[config.mk]
export PLATFORM = sky130hd
export DESIGN_NAME = line_pixel_stepper_top
export DESIGN_NICKNAME = d
export VERILOG_FILES = /design/src/rtl/core/lps_pkg.sv /design/src/rtl/core/lps_stepper.sv /design/src/rtl/core/lps_out_stage.sv /design/src/rtl/core/line_pixel_stepper_top.sv
export SDC_FILE = /design/constraint.sdc
export NUM_CORES = 1
export LEC_CHECK = 0
export ABC_AREA = 1
export CAP_MARGIN = 20
export CORE_MARGIN = 10
export CORE_UTILIZATION = 40
export CTS_CLUSTER_SIZE = 8
export DETAILED_ROUTE_END_ITERATION = 6
export DONT_BUFFER_PORTS = 1
export HOLD_SLACK_MARGIN = 0.03
export PLACE_DENSITY_LB_ADDON = 0.3
export SYNTH_ARGS = -nofsm -noshare
export SYNTH_HDL_FRONTEND = slang
export SYNTH_SLANG_ARGS = --single-unit
[constraint.sdc]
create_clock -name clock -period 4.5 [get_ports clock]
set_input_delay 0.9 -clock clock [delete_from_list [all_inputs] [get_ports clock]]
set_output_delay 0.9 -clock clock [all_outputs]
set_load 0.02 [all_outputs]
[src/rtl/core/lps_pkg.sv]
`timescale 1ns / 1ps

package lps_pkg;

   // Coordinate width inside the stepper; the port fields stay 10 bits.
   localparam int COORD_BITS = 10;
   localparam int FIELD_BITS = 10;
   localparam int COLOR_BITS = 16;
   localparam int ERR_BITS   = COORD_BITS + 1;

   localparam logic [COORD_BITS-1:0] COORD_MAX = {COORD_BITS{1'b1}};

   // Item kinds carried on req_tuser
   localparam logic ACT_START   = 1'b0;
   localparam logic ACT_ADVANCE = 1'b1;

   // Step direction codes
   localparam logic [1:0] DIR_NONE = 2'd0;
   localparam logic [1:0] DIR_INC  = 2'd1;
   localparam logic [1:0] DIR_DEC  = 2'd3;

   typedef logic [COORD_BITS-1:0] coord_type;
   typedef logic [ERR_BITS-1:0]   err_type;

   typedef struct packed {
      coord_type  mag;
      logic [1:0] dir;
   } delta_type;

   // One emitted pixel as it travels from the stepper to the output stage
   typedef struct packed {
      logic [FIELD_BITS-1:0] pixel_x;
      logic [FIELD_BITS-1:0] pixel_y;
      logic [COLOR_BITS-1:0] pixel_color;
      logic                  last;
   } pix_type;

   // Low COORD_BITS of a port field, zero-extended when the field is narrower.
   function automatic coord_type coord_from_field(input logic [FIELD_BITS-1:0] f);
      logic [COORD_BITS+FIELD_BITS-1:0] wide;
      wide = {{COORD_BITS{1'b0}}, f};
      return wide[COORD_BITS-1:0];
   endfunction

   // Low FIELD_BITS of an internal coordinate.
   function automatic logic [FIELD_BITS-1:0] field_from_coord(input coord_type c);
      logic [COORD_BITS+FIELD_BITS-1:0] wide;
      wide = {{FIELD_BITS{1'b0}}, c};
      return wide[FIELD_BITS-1:0];
   endfunction

   function automatic delta_type calc_delta(input coord_type from, input coord_type to);
      delta_type d;
      if (to > from) begin
         d.dir = DIR_INC;
         d.mag = to - from;
      end else if (to < from) begin
         d.dir = DIR_DEC;
         d.mag = from - to;
      end else begin
         d.dir = DIR_NONE;
         d.mag = '0;
      end
      return d;
   endfunction

   // One step, held at the coordinate range ends.
   function automatic coord_type move_coord(input coord_type pos, input logic [1:0] dir);
      coord_type r;
      r = pos;
      case (dir)
         DIR_INC: if (pos != COORD_MAX) r = pos + COORD_BITS'(1);
         DIR_DEC: if (pos != '0) r = pos - COORD_BITS'(1);
         default: r = pos;
      endcase
      return r;
   endfunction

endpackage

[src/rtl/core/lps_stepper.sv]
`timescale 1ns / 1ps

module lps_stepper import lps_pkg::*; (
   input  logic                  clock,
   input  logic                  reset,
   input  logic                  item_accept,
   input  logic                  action,
   input  logic [FIELD_BITS-1:0] x_start,
   input  logic [FIELD_BITS-1:0] y_start,
   input  logic [FIELD_BITS-1:0] x_end,
   input  logic [FIELD_BITS-1:0] y_end,
   input  logic [COLOR_BITS-1:0] draw_color,
   output logic                  res_valid,
   output pix_type               res_pix
);

   logic       busy_ff, busy_in;
   coord_type  cur_col_ff, cur_col_in;
   coord_type  cur_row_ff, cur_row_in;
   err_type    col_error_ff, col_error_in;
   err_type    row_error_ff, row_error_in;
   coord_type  abs_dcol_ff, abs_dcol_in;
   coord_type  abs_drow_ff, abs_drow_in;
   coord_type  major_ff, major_in;
   logic [1:0] col_dir_ff, col_dir_in;
   logic [1:0] row_dir_ff, row_dir_in;
   err_type    pixels_left_ff, pixels_left_in;

   coord_type  xs, ys, xe, ye;
   delta_type  dcol, drow;
   coord_type  new_major;
   err_type    major_ext;
   err_type    col_sum, row_sum;
   err_type    left_dec;

   assign xs = coord_from_field(x_start);
   assign ys = coord_from_field(y_start);
   assign xe = coord_from_field(x_end);
   assign ye = coord_from_field(y_end);

   assign dcol      = calc_delta(xs, xe);
   assign drow      = calc_delta(ys, ye);
   assign new_major = (dcol.mag > drow.mag) ? dcol.mag : drow.mag;

   assign major_ext = {1'b0, major_ff};
   assign col_sum   = col_error_ff + {1'b0, abs_dcol_ff};
   assign row_sum   = row_error_ff + {1'b0, abs_drow_ff};
   assign left_dec  = pixels_left_ff - ERR_BITS'(1);

   always_comb begin
      busy_in        = busy_ff;
      cur_col_in     = cur_col_ff;
      cur_row_in     = cur_row_ff;
      col_error_in   = col_error_ff;
      row_error_in   = row_error_ff;
      abs_dcol_in    = abs_dcol_ff;
      abs_drow_in    = abs_drow_ff;
      major_in       = major_ff;
      col_dir_in     = col_dir_ff;
      row_dir_in     = row_dir_ff;
      pixels_left_in = pixels_left_ff;
      res_valid      = 1'b0;

      res_pix.pixel_x     = field_from_coord(cur_col_ff);
      res_pix.pixel_y     = field_from_coord(cur_row_ff);
      res_pix.pixel_color = draw_color;
      res_pix.last        = (left_dec == '0);

      if (item_accept) begin
         if (action == ACT_START) begin
            // restart from scratch, also while a line is running
            busy_in        = 1'b1;
            cur_col_in     = xs;
            cur_row_in     = ys;
            col_error_in   = '0;
            row_error_in   = '0;
            abs_dcol_in    = dcol.mag;
            abs_drow_in    = drow.mag;
            col_dir_in     = dcol.dir;
            row_dir_in     = drow.dir;
            major_in       = new_major;
            pixels_left_in = {1'b0, new_major} + ERR_BITS'(2);
         end else if (busy_ff) begin
            res_valid      = 1'b1;
            pixels_left_in = left_dec;
            if (left_dec == '0) begin
               busy_in = 1'b0;
            end
            col_error_in = col_sum;
            row_error_in = row_sum;
            if (col_sum > major_ext) begin
               col_error_in = col_sum - major_ext;
               cur_col_in   = move_coord(cur_col_ff, col_dir_ff);
            end
            if (row_sum > major_ext) begin
               row_error_in = row_sum - major_ext;
               cur_row_in   = move_coord(cur_row_ff, row_dir_ff);
            end
         end
      end
   end

   always_ff @(posedge clock) begin
      if (reset) begin
         busy_ff        <= 1'b0;
         cur_col_ff     <= '0;
         cur_row_ff     <= '0;
         col_error_ff   <= '0;
         row_error_ff   <= '0;
         abs_dcol_ff    <= '0;
         abs_drow_ff    <= '0;
         major_ff       <= '0;
         col_dir_ff     <= DIR_NONE;
         row_dir_ff     <= DIR_NONE;
         pixels_left_ff <= '0;
      end else begin
         busy_ff        <= busy_in;
         cur_col_ff     <= cur_col_in;
         cur_row_ff     <= cur_row_in;
         col_error_ff   <= col_error_in;
         row_error_ff   <= row_error_in;
         abs_dcol_ff    <= abs_dcol_in;
         abs_drow_ff    <= abs_drow_in;
         major_ff       <= major_in;
         col_dir_ff     <= col_dir_in;
         row_dir_ff     <= row_dir_in;
         pixels_left_ff <= pixels_left_in;
      end
   end

`ifndef SYNTHESIS
   a_busy_has_pixels: assert property (@(posedge clock) disable iff (reset)
      busy_ff |-> (pixels_left_ff != '0))
      else $error("busy with no pixels left");

   a_err_bounded: assert property (@(posedge clock) disable iff (reset)
      (col_error_ff <= major_ext) && (row_error_ff <= major_ext))
      else $error("error term above major distance");

   a_major_is_max: assert property (@(posedge clock) disable iff (reset)
      (major_ff >= abs_dcol_ff) && (major_ff >= abs_drow_ff))
      else $error("major distance below a delta");

   a_last_ends_line: assert property (@(posedge clock) disable iff (reset)
      (res_valid && res_pix.last && !(item_accept && action == ACT_START)) |=> !busy_ff)
      else $error("still busy after last pixel");
`endif

endmodule

[src/rtl/core/lps_out_stage.sv]
`timescale 1ns / 1ps

module lps_out_stage import lps_pkg::*; (
   input  logic    clock,
   input  logic    reset,
   input  logic    in_valid,
   input  pix_type in_pix,
   output logic    in_ready,
   output logic    out_valid,
   output pix_type out_pix,
   input  logic    out_ready
);

   logic    main_valid_ff, main_valid_in;
   pix_type main_pix_ff, main_pix_in;
   logic    skid_valid_ff, skid_valid_in;
   pix_type skid_pix_ff, skid_pix_in;

   // space is known from the registered skid flag: the skid slot catches the one in flight
   assign in_ready  = !skid_valid_ff;
   assign out_valid = main_valid_ff;
   assign out_pix   = main_pix_ff;

   always_comb begin
      main_valid_in = main_valid_ff;
      main_pix_in   = main_pix_ff;
      skid_valid_in = skid_valid_ff;
      skid_pix_in   = skid_pix_ff;
      if (out_ready || !main_valid_ff) begin
         if (skid_valid_ff) begin
            main_valid_in = 1'b1;
            main_pix_in   = skid_pix_ff;
            skid_valid_in = 1'b0;
         end else begin
            main_valid_in = in_valid;
            main_pix_in   = in_pix;
         end
      end else if (in_valid && !skid_valid_ff) begin
         skid_valid_in = 1'b1;
         skid_pix_in   = in_pix;
      end
   end

   always_ff @(posedge clock) begin
      if (reset) begin
         main_valid_ff <= 1'b0;
         skid_valid_ff <= 1'b0;
      end else begin
         main_valid_ff <= main_valid_in;
         skid_valid_ff <= skid_valid_in;
      end
      main_pix_ff <= main_pix_in;
      skid_pix_ff <= skid_pix_in;
   end

`ifndef SYNTHESIS
   a_skid_behind_main: assert property (@(posedge clock) disable iff (reset)
      skid_valid_ff |-> main_valid_ff)
      else $error("skid slot filled ahead of main slot");

   a_skid_only_on_stall: assert property (@(posedge clock) disable iff (reset)
      $rose(skid_valid_ff) |-> $past(main_valid_ff && !out_ready && in_valid))
      else $error("skid slot filled without a stall");

   a_skid_drains: assert property (@(posedge clock) disable iff (reset)
      (skid_valid_ff && out_ready) |=> !skid_valid_ff)
      else $error("skid slot not drained");
`endif

endmodule

[src/rtl/core/line_pixel_stepper_top.sv]
`timescale 1ns / 1ps

// A pixel is formed combinationally at its advance transfer and registered in
// the output stage before rsp_tvalid; it waits longer only while rsp stalls.
// Throughput: one item per cycle; req_tready only drops while the two-deep
// output stage is full behind a stalled rsp side.
// Reset: synchronous, active high; clears the line state (idle), the output
// stage and the draw color (to 0).
module line_pixel_stepper_top import lps_pkg::*; (
   input  logic        clock,
   input  logic        reset,

   // input channel
   input  logic        req_tvalid,
   output logic        req_tready,
   input  logic [39:0] req_tdata,   // x_start[9:0], y_start[19:10], x_end[29:20], y_end[39:30]
   input  logic        req_tuser,   // action: 0 start line, 1 advance one pixel

   // result channel
   output logic        rsp_tvalid,
   input  logic        rsp_tready,
   output logic [39:0] rsp_tdata,   // pixel_x[9:0], pixel_y[19:10], pixel_color[35:20], zero pad
   output logic        rsp_tlast,   // last pixel of the line

   // color register
   input  logic        csr_wr_en,
   input  logic [15:0] csr_wr_data
);

   logic [COLOR_BITS-1:0] draw_color_ff;

   logic    req_xfer;
   logic    step_valid;
   pix_type step_pix;
   logic    stage_ready;
   pix_type out_pix;

   // Write only while idle so every line pixel sees one value; the block does not enforce it.
   always_ff @(posedge clock) begin
      if (reset) begin
         draw_color_ff <= '0;
      end else if (csr_wr_en) begin
         draw_color_ff <= csr_wr_data;
      end
   end

   assign req_tready = stage_ready;
   assign req_xfer   = req_tvalid && req_tready;

   // Line state and the per-pixel step; a start transfer yields no pixel,
   // an advance while idle is dropped.
   lps_stepper u_stepper (
      .clock       (clock),
      .reset       (reset),
      .item_accept (req_xfer),
      .action      (req_tuser),
      .x_start     (req_tdata[9:0]),
      .y_start     (req_tdata[19:10]),
      .x_end       (req_tdata[29:20]),
      .y_end       (req_tdata[39:30]),
      .draw_color  (draw_color_ff),
      .res_valid   (step_valid),
      .res_pix     (step_pix)
   );

   // Result register plus skid slot, which holds one more pixel while rsp stalls.
   lps_out_stage u_out_stage (
      .clock     (clock),
      .reset     (reset),
      .in_valid  (step_valid),
      .in_pix    (step_pix),
      .in_ready  (stage_ready),
      .out_valid (rsp_tvalid),
      .out_pix   (out_pix),
      .out_ready (rsp_tready)
   );

   assign rsp_tdata = {4'b0, out_pix.pixel_color, out_pix.pixel_y, out_pix.pixel_x};
   assign rsp_tlast = out_pix.last;

endmodule

==> results of run 1 <==
## through the flow
| step | instance area [um^2] | hold WS, ps | setup TNS (ps) |
|---|---|---|---|
| global route | 13700 | 467 | 0 |
| CTS | 13600 | 461 | 0 |
| floorplan | 12400 | 425 | 0 |
| finish | 13700 | 455 | 0 |
| global placement | 13000 | 433 | -18.6 |
| detailed placement | 13000 | 434 | -381 |
## registers in the layout, indices dropped and copies added, names as in the netlist
name and flops:
u_stepper.cur_col_ff 10, u_stepper.major_ff 10, u_stepper.row_dir_ff 2, u_stepper.col_dir_ff 2, u_stepper.row_error_ff 11, u_out_stage.skid_valid_ff 1
u_stepper.pixels_left_ff 11, draw_color_ff 16, u_stepper.abs_drow_ff 10, u_stepper.abs_dcol_ff 10, u_stepper.cur_row_ff 10, u_stepper.busy_ff 1
u_out_stage.skid_pix_ff 37, u_out_stage.out_valid 1, u_out_stage.out_pix 37, u_stepper.col_error_ff 11
## cells by family after synthesis
group | share of synthesized area [%]
buffers and inverters | 9.54
AND/OR/NAND/NOR | 22.6
AO/OA/AOI/OAI | 16.4
flip-flops | 35.1
XOR/XNOR | 4.17
adder cells (fa/ha/maj) | 12.2
other | 0.0303
## how the worst max path moves through the flow
stage,startpoint,endpoint,slack [ps],cells past startpoint
6_report,req_tdata[7],u_stepper.pixels_left_ff[7],360,29
5_1_grt,u_stepper.abs_drow_ff[0],u_stepper.cur_row_ff[0],20,25
4_1_cts,u_stepper.abs_dcol_ff[0],u_stepper.cur_col_ff[6],260,26
3_5_place_dp,req_tdata[7],u_stepper.pixels_left_ff[7],-90,29
3_3_place_gp,req_tdata[7],u_stepper.pixels_left_ff[7],-20,29
2_1_floorplan,req_tdata[14],u_stepper.pixels_left_ff[8],350,29
## cell type report
| class | instances | share of cell area, % |
|---|---|---|
| clock buffers | 18 | 3.14 |
| repair buffers | 56 | 3.22 |
| clock inverters | 14 | 1.18 |
| inverters | 233 | 6.42 |
| multi-input cells | 1175 | 50.6 |
| flip-flops and latches | 180 | 31.8 |
| well taps | 396 | 3.62 |
## routing by layer
metal	GRT usage [%]	vias to the layer above
met4	4.50	0
met2	27.3	285
met5	0	-
li1	-	5438
met1	22.6	4960
met3	3.75	28
## Yosys cell counts (all sizes together) (6+ instances only)
cell type | instances | share of area [%]
xor2 | 33 | 2.3
nand4 | 13 | 0.66
edfxtp | 74 | 18
o21bai | 8 | 0.48
a21oi | 147 | 6.0
inv | 231 | 7.0
buf | 18 | 1.1
o21ai | 149 | 6.0
nor3 | 7 | 0.28
dfxtp | 106 | 17
xnor2 | 26 | 1.8
nand2 | 380 | 12
nor2 | 132 | 4.3
or2 | 14 | 0.71
o211ai | 27 | 1.6
a31oi | 6 | 0.30
nand3 | 67 | 3.3
clkbuf | 45 | 1.4
a21o | 7 | 0.42
nor4 | 8 | 0.40
ha | 105 | 11
fa | 10 | 1.6
## critical path, delay by kind of cell
kind / cells / cell delay, ps
simple gates: 20 / 2100
fa+ha+maj: 2 / 670
buf+inv: 5 / 410
compound gates: 2 / 390
## power by group through the flow
stage / clock network [W] / logic (W) / registers (W)
finish: 0.00151 / 0.00179 / 0.00191
global route: 0.00162 / 0.00202 / 0.00192
CTS: 0.00155 / 0.00176 / 0.00191
detailed placement: 0 / 0.00175 / 0.00195
global placement: 0 / 0.00172 / 0.00194
floorplan: 0 / 0.00132 / 0.00191
==> impl_metrics.csv, run 1 <==
group,metric,value,unit
power,comb_power_share,34.3,%
setup_path,rrSetupSlack,440,ps
clock_network,tritoncts,"yes",
yosys,seq_area_frac_synth,35.1,%
power,netSwitchingFraction,37.6,%
routing,wl_per_cell,16.0,um
routing,dr.pass1.iters,5,
routing,avgViaCountPerCell,5.17,
routing,highest_layer,"met4",
floorplanning,fp.dieH,196,um
finish,fillers,3104,
global_routing,antenna_found_initial,0,
min_path,min_to,"u_out_stage.skid_pix_ff[14]",
yosys,synth_cell_types,55,
setup_path,start_kind,"input pin",
floorplanning,initial_core_util,40.5,%
global_routing,grt_overflow,0,
status,status,"complete, no violations",
min_path,holdPathStages,0,
sta,timing.final.ws_setup,361,ps
sta,finalHoldViolations,0,
clock_network,h-tree-depth,4,
yosys,async_flop_share,0,%
finish,final_cell_mix,"nand2_1, inv_1, a21oi_1, o21ai_0, nor2_1",
yosys,yosys_warnings,0,
sta,period_needed,4140,ps
power,finalPower,0.00521,W
floorplanning,rows,64,
sta,worstMarginPinSlew,666,ps
setup_path,critPathRequiredTime,4850,ps
sta,fin_skew,19.7,ps
place,hpwl,25400,um
clock_network,cts-hold-fix-buffers,0,
setup_path,criticalPathCategory,"in2reg",
clock_network,clk_latency,430,ps
finish,areaGrowthSynthToFinish,10.4,%
yosys,synth_seq_cells,180,
routing,drt_iter0_drc,745,
power,p_int,0.00325,W
setup_path,critPathMaxFanout,15,
global_routing,grt_pass1_vias,10306,
floorplanning,core_area,30600,um^2
power,pwr-share-seq,36.6,%
finish,fin_cells,2072,
sta,post-route-period-util,92.0,%
min_path,holdCritPathClass,"reg2reg",
setup_path,cp_slowest_cell,"ha_1",
place,place_ws,-94.8,ps
sta,max_freq,0.242,GHz
floorplanning,die_width,196,um
finish,final_common_cell,"nand2_1",
power,p_leak,6.57,nW
floorplanning,ios,105,
sta,max_slew_margin,55.3,%
routing,via_count,10711,
yosys,synth_edf_count,74,
place,portBuffers,0,
power,pwr-share-clk,29.1,%
setup_path,endpoint_kind,"register",
routing,route.met3.wl,2230,um
routing,drt-met1-wl,15500,um
finish,fin_nets,1840,
yosys,synth_ff_type,"dfxtp_1",
yosys,syn_area,12400,um^2
setup_path,rr_worst_depth,25,
finish,drive_above_1_share,9.37,%
routing,drc,0,
yosys,avgSynthCellArea,7.52,um^2
clock_network,cts.clk_slew.worst_paths,70,ps
sta,setup_viol,0,
place,dp.cells,2039,
min_path,min_from,"draw_color_ff[13]",
clock_network,cts_made_buffers,17,
flow_run,cap_violations,0,
routing,wirelength,33300,um
place,gp_congestion,0.950,
setup_path,r2r_start,"u_stepper.abs_drow_ff[0]",
power,power_density,381,nW/um^2
clock_network,cts_post_setup_buffers_inserted,0,
sta,report.final.slew_viol_count,0,
power,ir_drop,0.363,mV
global_routing,grt_max_degree,56,
sta,rsz0062_at_grt,"false",
clock_network,root_buffer,"clkbuf_16",
finish,final_util,44.7,%
clock_network,cts.repair.resized,0,
setup_path,cpMostUsedCell,"nand2_1",
setup_path,r2r-end,"u_stepper.cur_row_ff[1]",
clock_network,cts_sinks,180,
finish,multi_input_area,6920,um^2
routing,met2_length,15100,um
finish,final-seq-area,4350,um^2
global_routing,grt_usage,17.0,%
yosys,synthCells,1648,
clock_network,cts.path.max_buffers,2,
setup_path,crit_arrival,4490,ps
global_routing,grt_pass1_wl,53600,um
floorplanning,dieArea,38400,um^2
routing,ant_nets,0,
power,p_sw,0.00196,W
finish,antenna_cells,0,
setup_path,critPathMaxStageDelay,380,ps
(Power assumes the default switching activity.)
==> inputs of run 2 (changes only) <==
Settings changed: ABC_AREA 1 to 0, SYNTH_HIERARCHICAL set to 1.
Clock period 4.5 ns to 4.8 ns, I/O delays scaled along.
==> impl_metrics.csv, run 2 <==
group,metric,value,unit
clock_network,h-tree-depth,4,
clock_network,cts.path.max_buffers,2,
power,netSwitchingFraction,40.4,%
routing,via_count,10421,
sta,max_slew_margin,32.9,%
place,gp_congestion,0.946,
power,comb_power_share,50.7,%
routing,drt_iter0_drc,759,
global_routing,grt_overflow,0,
clock_network,cts_sinks,180,
yosys,seq_area_frac_synth,35.5,%
sta,finalHoldViolations,0,
place,place_ws,-698,ps
yosys,yosysTopAreaCell,"edfxtp_1",
sta,setup_viol,0,
min_path,holdCritPathClass,"reg2reg",
sta,fin_skew,14.2,ps
setup_path,start_kind,"input pin",
place,portBuffers,0,
finish,drive_above_1_share,23.1,%
global_routing,antenna_found_initial,0,
yosys,synthTopCellsByCount,"inv_1, nand2_1, a21oi_1, dfxtp_1, ha_1",
sta,max_freq,0.209,GHz
floorplanning,ios,105,
status,status,"complete, no violations",
clock_network,clk_latency,440,ps
yosys,synth_edf_count,74,
power,ir_drop,0.226,mV
global_routing,met1_usage,23.7,%
finish,final_common_cell,"buf_4",
routing,dr.pass1.iters,5,
routing,wl_per_cell,18.4,um
power,p_leak,6.39,nW
sta,whs,452,ps
clock_network,cts.clk_slew.worst_paths,80,ps
routing,ant_nets,0,
floorplanning,initial_core_util,40.3,%
global_routing,use_met2,28.3,%
setup_path,endpoint_kind,"register",
sta,post-route-period-util,99.8,%
setup_path,critPathRequiredTime,5170,ps
global_routing,grt_max_degree,79,
yosys,yosys.cell_count.top_type,"inv_1",
clock_network,root_buffer,"clkbuf_16",
global_routing,grt_usage,17.6,%
yosys,syn_area,12300,um^2
setup_path,crit_arrival,5160,ps
yosys,yosysTopAreaCellShare,18.1,%
floorplanning,core_area,30400,um^2
yosys,synth_seq_cells,180,
power,p_int,0.00419,W
yosys,synthCells,1351,
global_routing,grt_pass1_wl,54800,um
sta,timing.final.ws_setup,7.95,ps
finish,antenna_cells,0,
floorplanning,die_width,195,um
global_routing,grt_pass1_vias,10122,
power,pwr-share-clk,21.2,%
yosys,async_flop_share,0,%
setup_path,criticalPathCategory,"in2reg",
yosys,avgSynthCellArea,9.07,um^2
yosys,synth_cell_types,89,
finish,final_cell_mix,"buf_4, inv_1, nand2_1, dfxtp_1, a21oi_1",
finish,fillers,2884,
flow_run,cap_violations,0,
sta,rsz0062_at_grt,"true",
power,p_sw,0.00284,W
routing,drc,0,
global_routing,busiest_layer,"met2",
sta,period_needed,4790,ps
yosys,yosys_warnings,6,
power,pwr-share-seq,28.0,%
power,power_density,475,nW/um^2
sta,report.final.slew_viol_count,0,
sta,worstMarginPinSlew,1010,ps
sta,finalSetupTns,0,ps
setup_path,critPathMaxFanout,5,
floorplanning,fp.dieH,195,um
routing,avgViaCountPerCell,5.51,
place,hpwl,26400,um
yosys,synth_ff_type,"dfxtp_1",
floorplanning,dieArea,38000,um^2
yosys,synth_area_leaders,"edfxtp_1, dfxtp_1, ha_1, a21oi_1, inv_1",
finish,areaGrowthSynthToFinish,20.7,%
floorplanning,rows,64,
finish,fin_nets,1662,
routing,wirelength,34800,um
global_routing,met3_usage,3.29,%
clock_network,tritoncts,"yes",
clock_network,cts_made_buffers,17,
==> run 2: cell types whose count changed after synthesis, sizes merged, moves of 19 or more <==
cell and change:
xor2 -22, buf +22, nor2 -47, a211oi +19, nand2 -261, a21oi -30, nor3 +28, mux2 +42
o211ai -22, mux2i +45, o21ai -69, inv -110, nand3 -44
==> run 2: power groups by stage <==
stage / Sequential, W / Clock [W] / Combinational (W)
after floorplan: 0.00195 / 0 / 0.00245
after global placement: 0.00200 / 0 / 0.00328
after detailed placement: 0.00201 / 0 / 0.00334
after CTS: 0.00197 / 0.00151 / 0.00341
after global routing: 0.00200 / 0.00158 / 0.00392
final: 0.00197 / 0.00149 / 0.00357
==> run 2: final cells by class <==
| class | count | area [um^2] | share of cell area (%) |
|---|---|---|---|
| clock buffers | 17 | 425 | 2.88 |
| clock inverters | 15 | 225 | 1.52 |
| inverters | 123 | 500 | 3.38 |
| multi-input cells | 983 | 7430 | 50.2 |
| flip-flops and latches | 180 | 4350 | 29.4 |
| well taps | 396 | 495 | 3.35 |
| repair buffers | 179 | 1370 | 9.27 |
==> run 2: final timing paths <==
path                                  to  slack (ps)  cells after the start                       from
min           u_out_stage/skid_pix_ff[2]         450                      0           draw_color_ff[1]
min reg2reg   u_out_stage/skid_pix_ff[2]         450                      0           draw_color_ff[1]
max          u_stepper/pixels_left_ff[9]           8                     27              req_tdata[30]
max reg2reg    u_stepper/row_error_ff[8]         300                     18  u_stepper/row_error_ff[0]
==> run 2: timing repair <==
item,4_1_cts,5_1_grt
hold endpoints to repair,0,0
setup endpoints to repair,5,14
pin swaps,8,21
resized for setup,15,65
hold buffers,0,0
setup buffers,6,16
==> run 2: through the flow <==
stage	power, W	util (%)	area (um^2)	std cells
global placement	0.00528	44.9	13700	1839
floorplan	0.00440	-	12400	1354
detailed placement	0.00535	44.9	13700	1839
finish	0.00703	48.6	14800	1893
global route	0.00750	48.6	14800	1893
CTS	0.00689	47.4	14400	1877
==> run 2: routing by layer <==
metal	routed length (um)	share of wire, %
met5	0	0
met4	643	1.8
met3	2030	5.8
met2	16100	46
met1	16100	46
==> run 2: cells by family (layout without fill, tap and decap cells) <==
kind of cell	after synthesis	in the layout	synth area share, %
compound gates	372	372	19.8
simple gates	355	355	14.1
buf+inv	191	334	7.04
flops	180	180	35.5
fa+ha+maj	116	116	12.5
mux	87	87	7.60
xor+xnor	49	49	3.56
other cells	1	4	0.0306
==> run 2: worst max-delay path, cell delays in order <==
cell and delay, ps:
clkinv_16 20, ha_4 120, inv_2 30, fa_2 330, a21o_1 220, a221oi_4 330, buf_4 170, o21a_4 150
nor2_4 50, a22o_1 180, o21a_1 210, inv_2 80, ha_4 200, a21o_1 180, a21o_1 170, a21oi_2 150
nand2_2 80, a211o_1 280, nand2_4 100, nand2_2 60, o21ai_4 60, ha_2 200, nand3_2 70, nor3_2 140
a41oi_2 80, or3_1 400, a31oi_1 130
==> inputs of run 3 (changes only) <==
Settings changed: PLACE_DENSITY_LB_ADDON 0.3 to 0.05.
==> impl_metrics.csv, run 3 (synthesis results as in run 2) <==
group,metric,value,unit
routing,via_count,10181,
sta,setup_viol,3,
finish,drive_above_1_share,22.7,%
place,gp_congestion,0.874,
sta,report.final.slew_viol_count,0,
finish,final_cell_mix,"buf_4, inv_1, nand2_1, dfxtp_1, a21oi_1",
floorplanning,dieArea,38000,um^2
routing,avgViaCountPerCell,5.41,
finish,areaGrowthSynthToFinish,20.3,%
power,ir_drop,0.292,mV
floorplanning,fp.dieH,195,um
sta,period_needed,4920,ps
clock_network,cts_made_buffers,17,
routing,dr.pass1.iters,6,
flow_run,cap_violations,0,
clock_network,h-tree-depth,4,
routing,wl_per_cell,19.3,um
status,status,"finished, violations left",
floorplanning,initial_core_util,40.3,%
setup_path,critPathRequiredTime,5170,ps
finish,final_common_cell,"buf_4",
clock_network,cts_sinks,180,
power,p_leak,6.34,nW
min_path,min_from,"u_stepper/major_ff[7]",
clock_network,cts.clk_slew.worst_paths,80,ps
clock_network,cts-hold-fix-buffers,0,
sta,rsz0062_at_grt,"true",
global_routing,grt_overflow,0,
place,portBuffers,0,
routing,wirelength,36300,um
finish,antenna_cells,0,
setup_path,critPathMaxFanout,5,
floorplanning,ios,105,
sta,finalHoldViolations,0,
global_routing,grt_usage,18.5,%
setup_path,crit_arrival,5290,ps
place,dp.cells,1836,
global_routing,grt_max_degree,79,
routing,drt_iter0_drc,691,
floorplanning,die_width,195,um
setup_path,critPathLaunch,"req_tdata[30]",
finish,fin_nets,1652,
floorplanning,core_area,30400,um^2
sta,timing.final.ws_setup,-122,ps
setup_path,r2r_start,"u_stepper/row_error_ff[0]",
power,power_density,481,nW/um^2
sta,post-route-period-util,103,%
place,hpwl,27700,um
setup_path,criticalPathCategory,"in2reg",
clock_network,clk_latency,440,ps
setup_path,endpoint_kind,"register",
global_routing,antenna_found_initial,0,
sta,worstMarginPinSlew,892,ps
sta,fin_skew,18.5,ps
clock_network,cts.path.max_buffers,2,
routing,ant_nets,0,
global_routing,grt_pass1_vias,10004,
clock_network,root_buffer,"clkbuf_16",
setup_path,start_kind,"input pin",
global_routing,grt_pass1_wl,57100,um
sta,whs,458,ps
finish,fillers,2912,
routing,drc,0,
sta,max_slew_margin,40.4,%
floorplanning,rows,64,
clock_network,tritoncts,"yes",
status,violations,"setup timing",
finish,fin_cells,1883,
min_path,holdCritPathClass,"reg2reg",
sta,max_freq,0.203,GHz
[run 3: path summary, 6_finish.rpt]
path | cells past startpoint | slack (ps) | end
setup / recovery | 28 | -120 | u_stepper/pixels_left_ff[9]
hold / removal | 2 | 460 | u_stepper/major_ff[7]
setup reg to reg | 17 | 550 | u_stepper/row_error_ff[1]
hold reg to reg | 2 | 460 | u_stepper/major_ff[7]
[run 3: through the flow]
stage	total power [W]	TNS, ps	cell area, um^2	setup WS, ps	utilization (%)
floorplan	0.00440	-2460	12400	-694	-
global placement	0.00539	-4820	13600	-572	44.8
detailed placement	0.00541	-7190	13600	-707	44.8
CTS	0.00703	-35.2	14500	-27.2	47.8
global route	0.00761	-874	14700	-267	48.4
finish	0.00710	-226	14700	-122	48.4
[run 3: critical path, cell delays in order]
cell       delay, ps
clkinv_16         20
ha_4             120
inv_2             30
fa_2             330
a21o_1           190
a221oi_2         330
buf_4            180
o21a_4           160
nor2_4            50
a22o_1           170
o21a_1           190
inv_2             80
ha_4             190
a21o_1           170
a21o_1           160
a21oi_2          170
nand2_1          100
a211o_1          330
nand2_4          100
nand2_2           60
o21ai_2           70
ha_2             210
nand3_2           70
nor3_2           130
a41oi_2           70
buf_4            170
or3_1            310
a31oi_1          160
[run 3: cell type report]
type	instances	area, um^2	share of cell area, %
clock buffer	17	425	2.89
clock inverter	15	211	1.43
inverter	123	488	3.31
multi-input combinational	983	7460	50.6
sequential	180	4350	29.5
tap	396	495	3.36
timing repair buffer	169	1320	8.93
[run 3: power breakdown]
group | internal [W] | switching [W]
Clock | 0.000731 | 0.000762
Combinational | 0.00170 | 0.00193
Sequential | 0.00178 | 0.000190
[run 3: routing by layer]
layer | wire, um | track usage (%)
met5 | 0 | 0
met4 | 655 | 4.58
met3 | 1270 | 2.62
met2 | 17400 | 31.3
met1 | 16900 | 24.4
[run 3: repair_timing]
item / CTS / global route
resized for setup: 43 / 37
buffers inserted: 7 / 8
pin swaps: 31 / 18
gates cloned: 0 / 0
endpoints found under the setup margin: 7 / 10
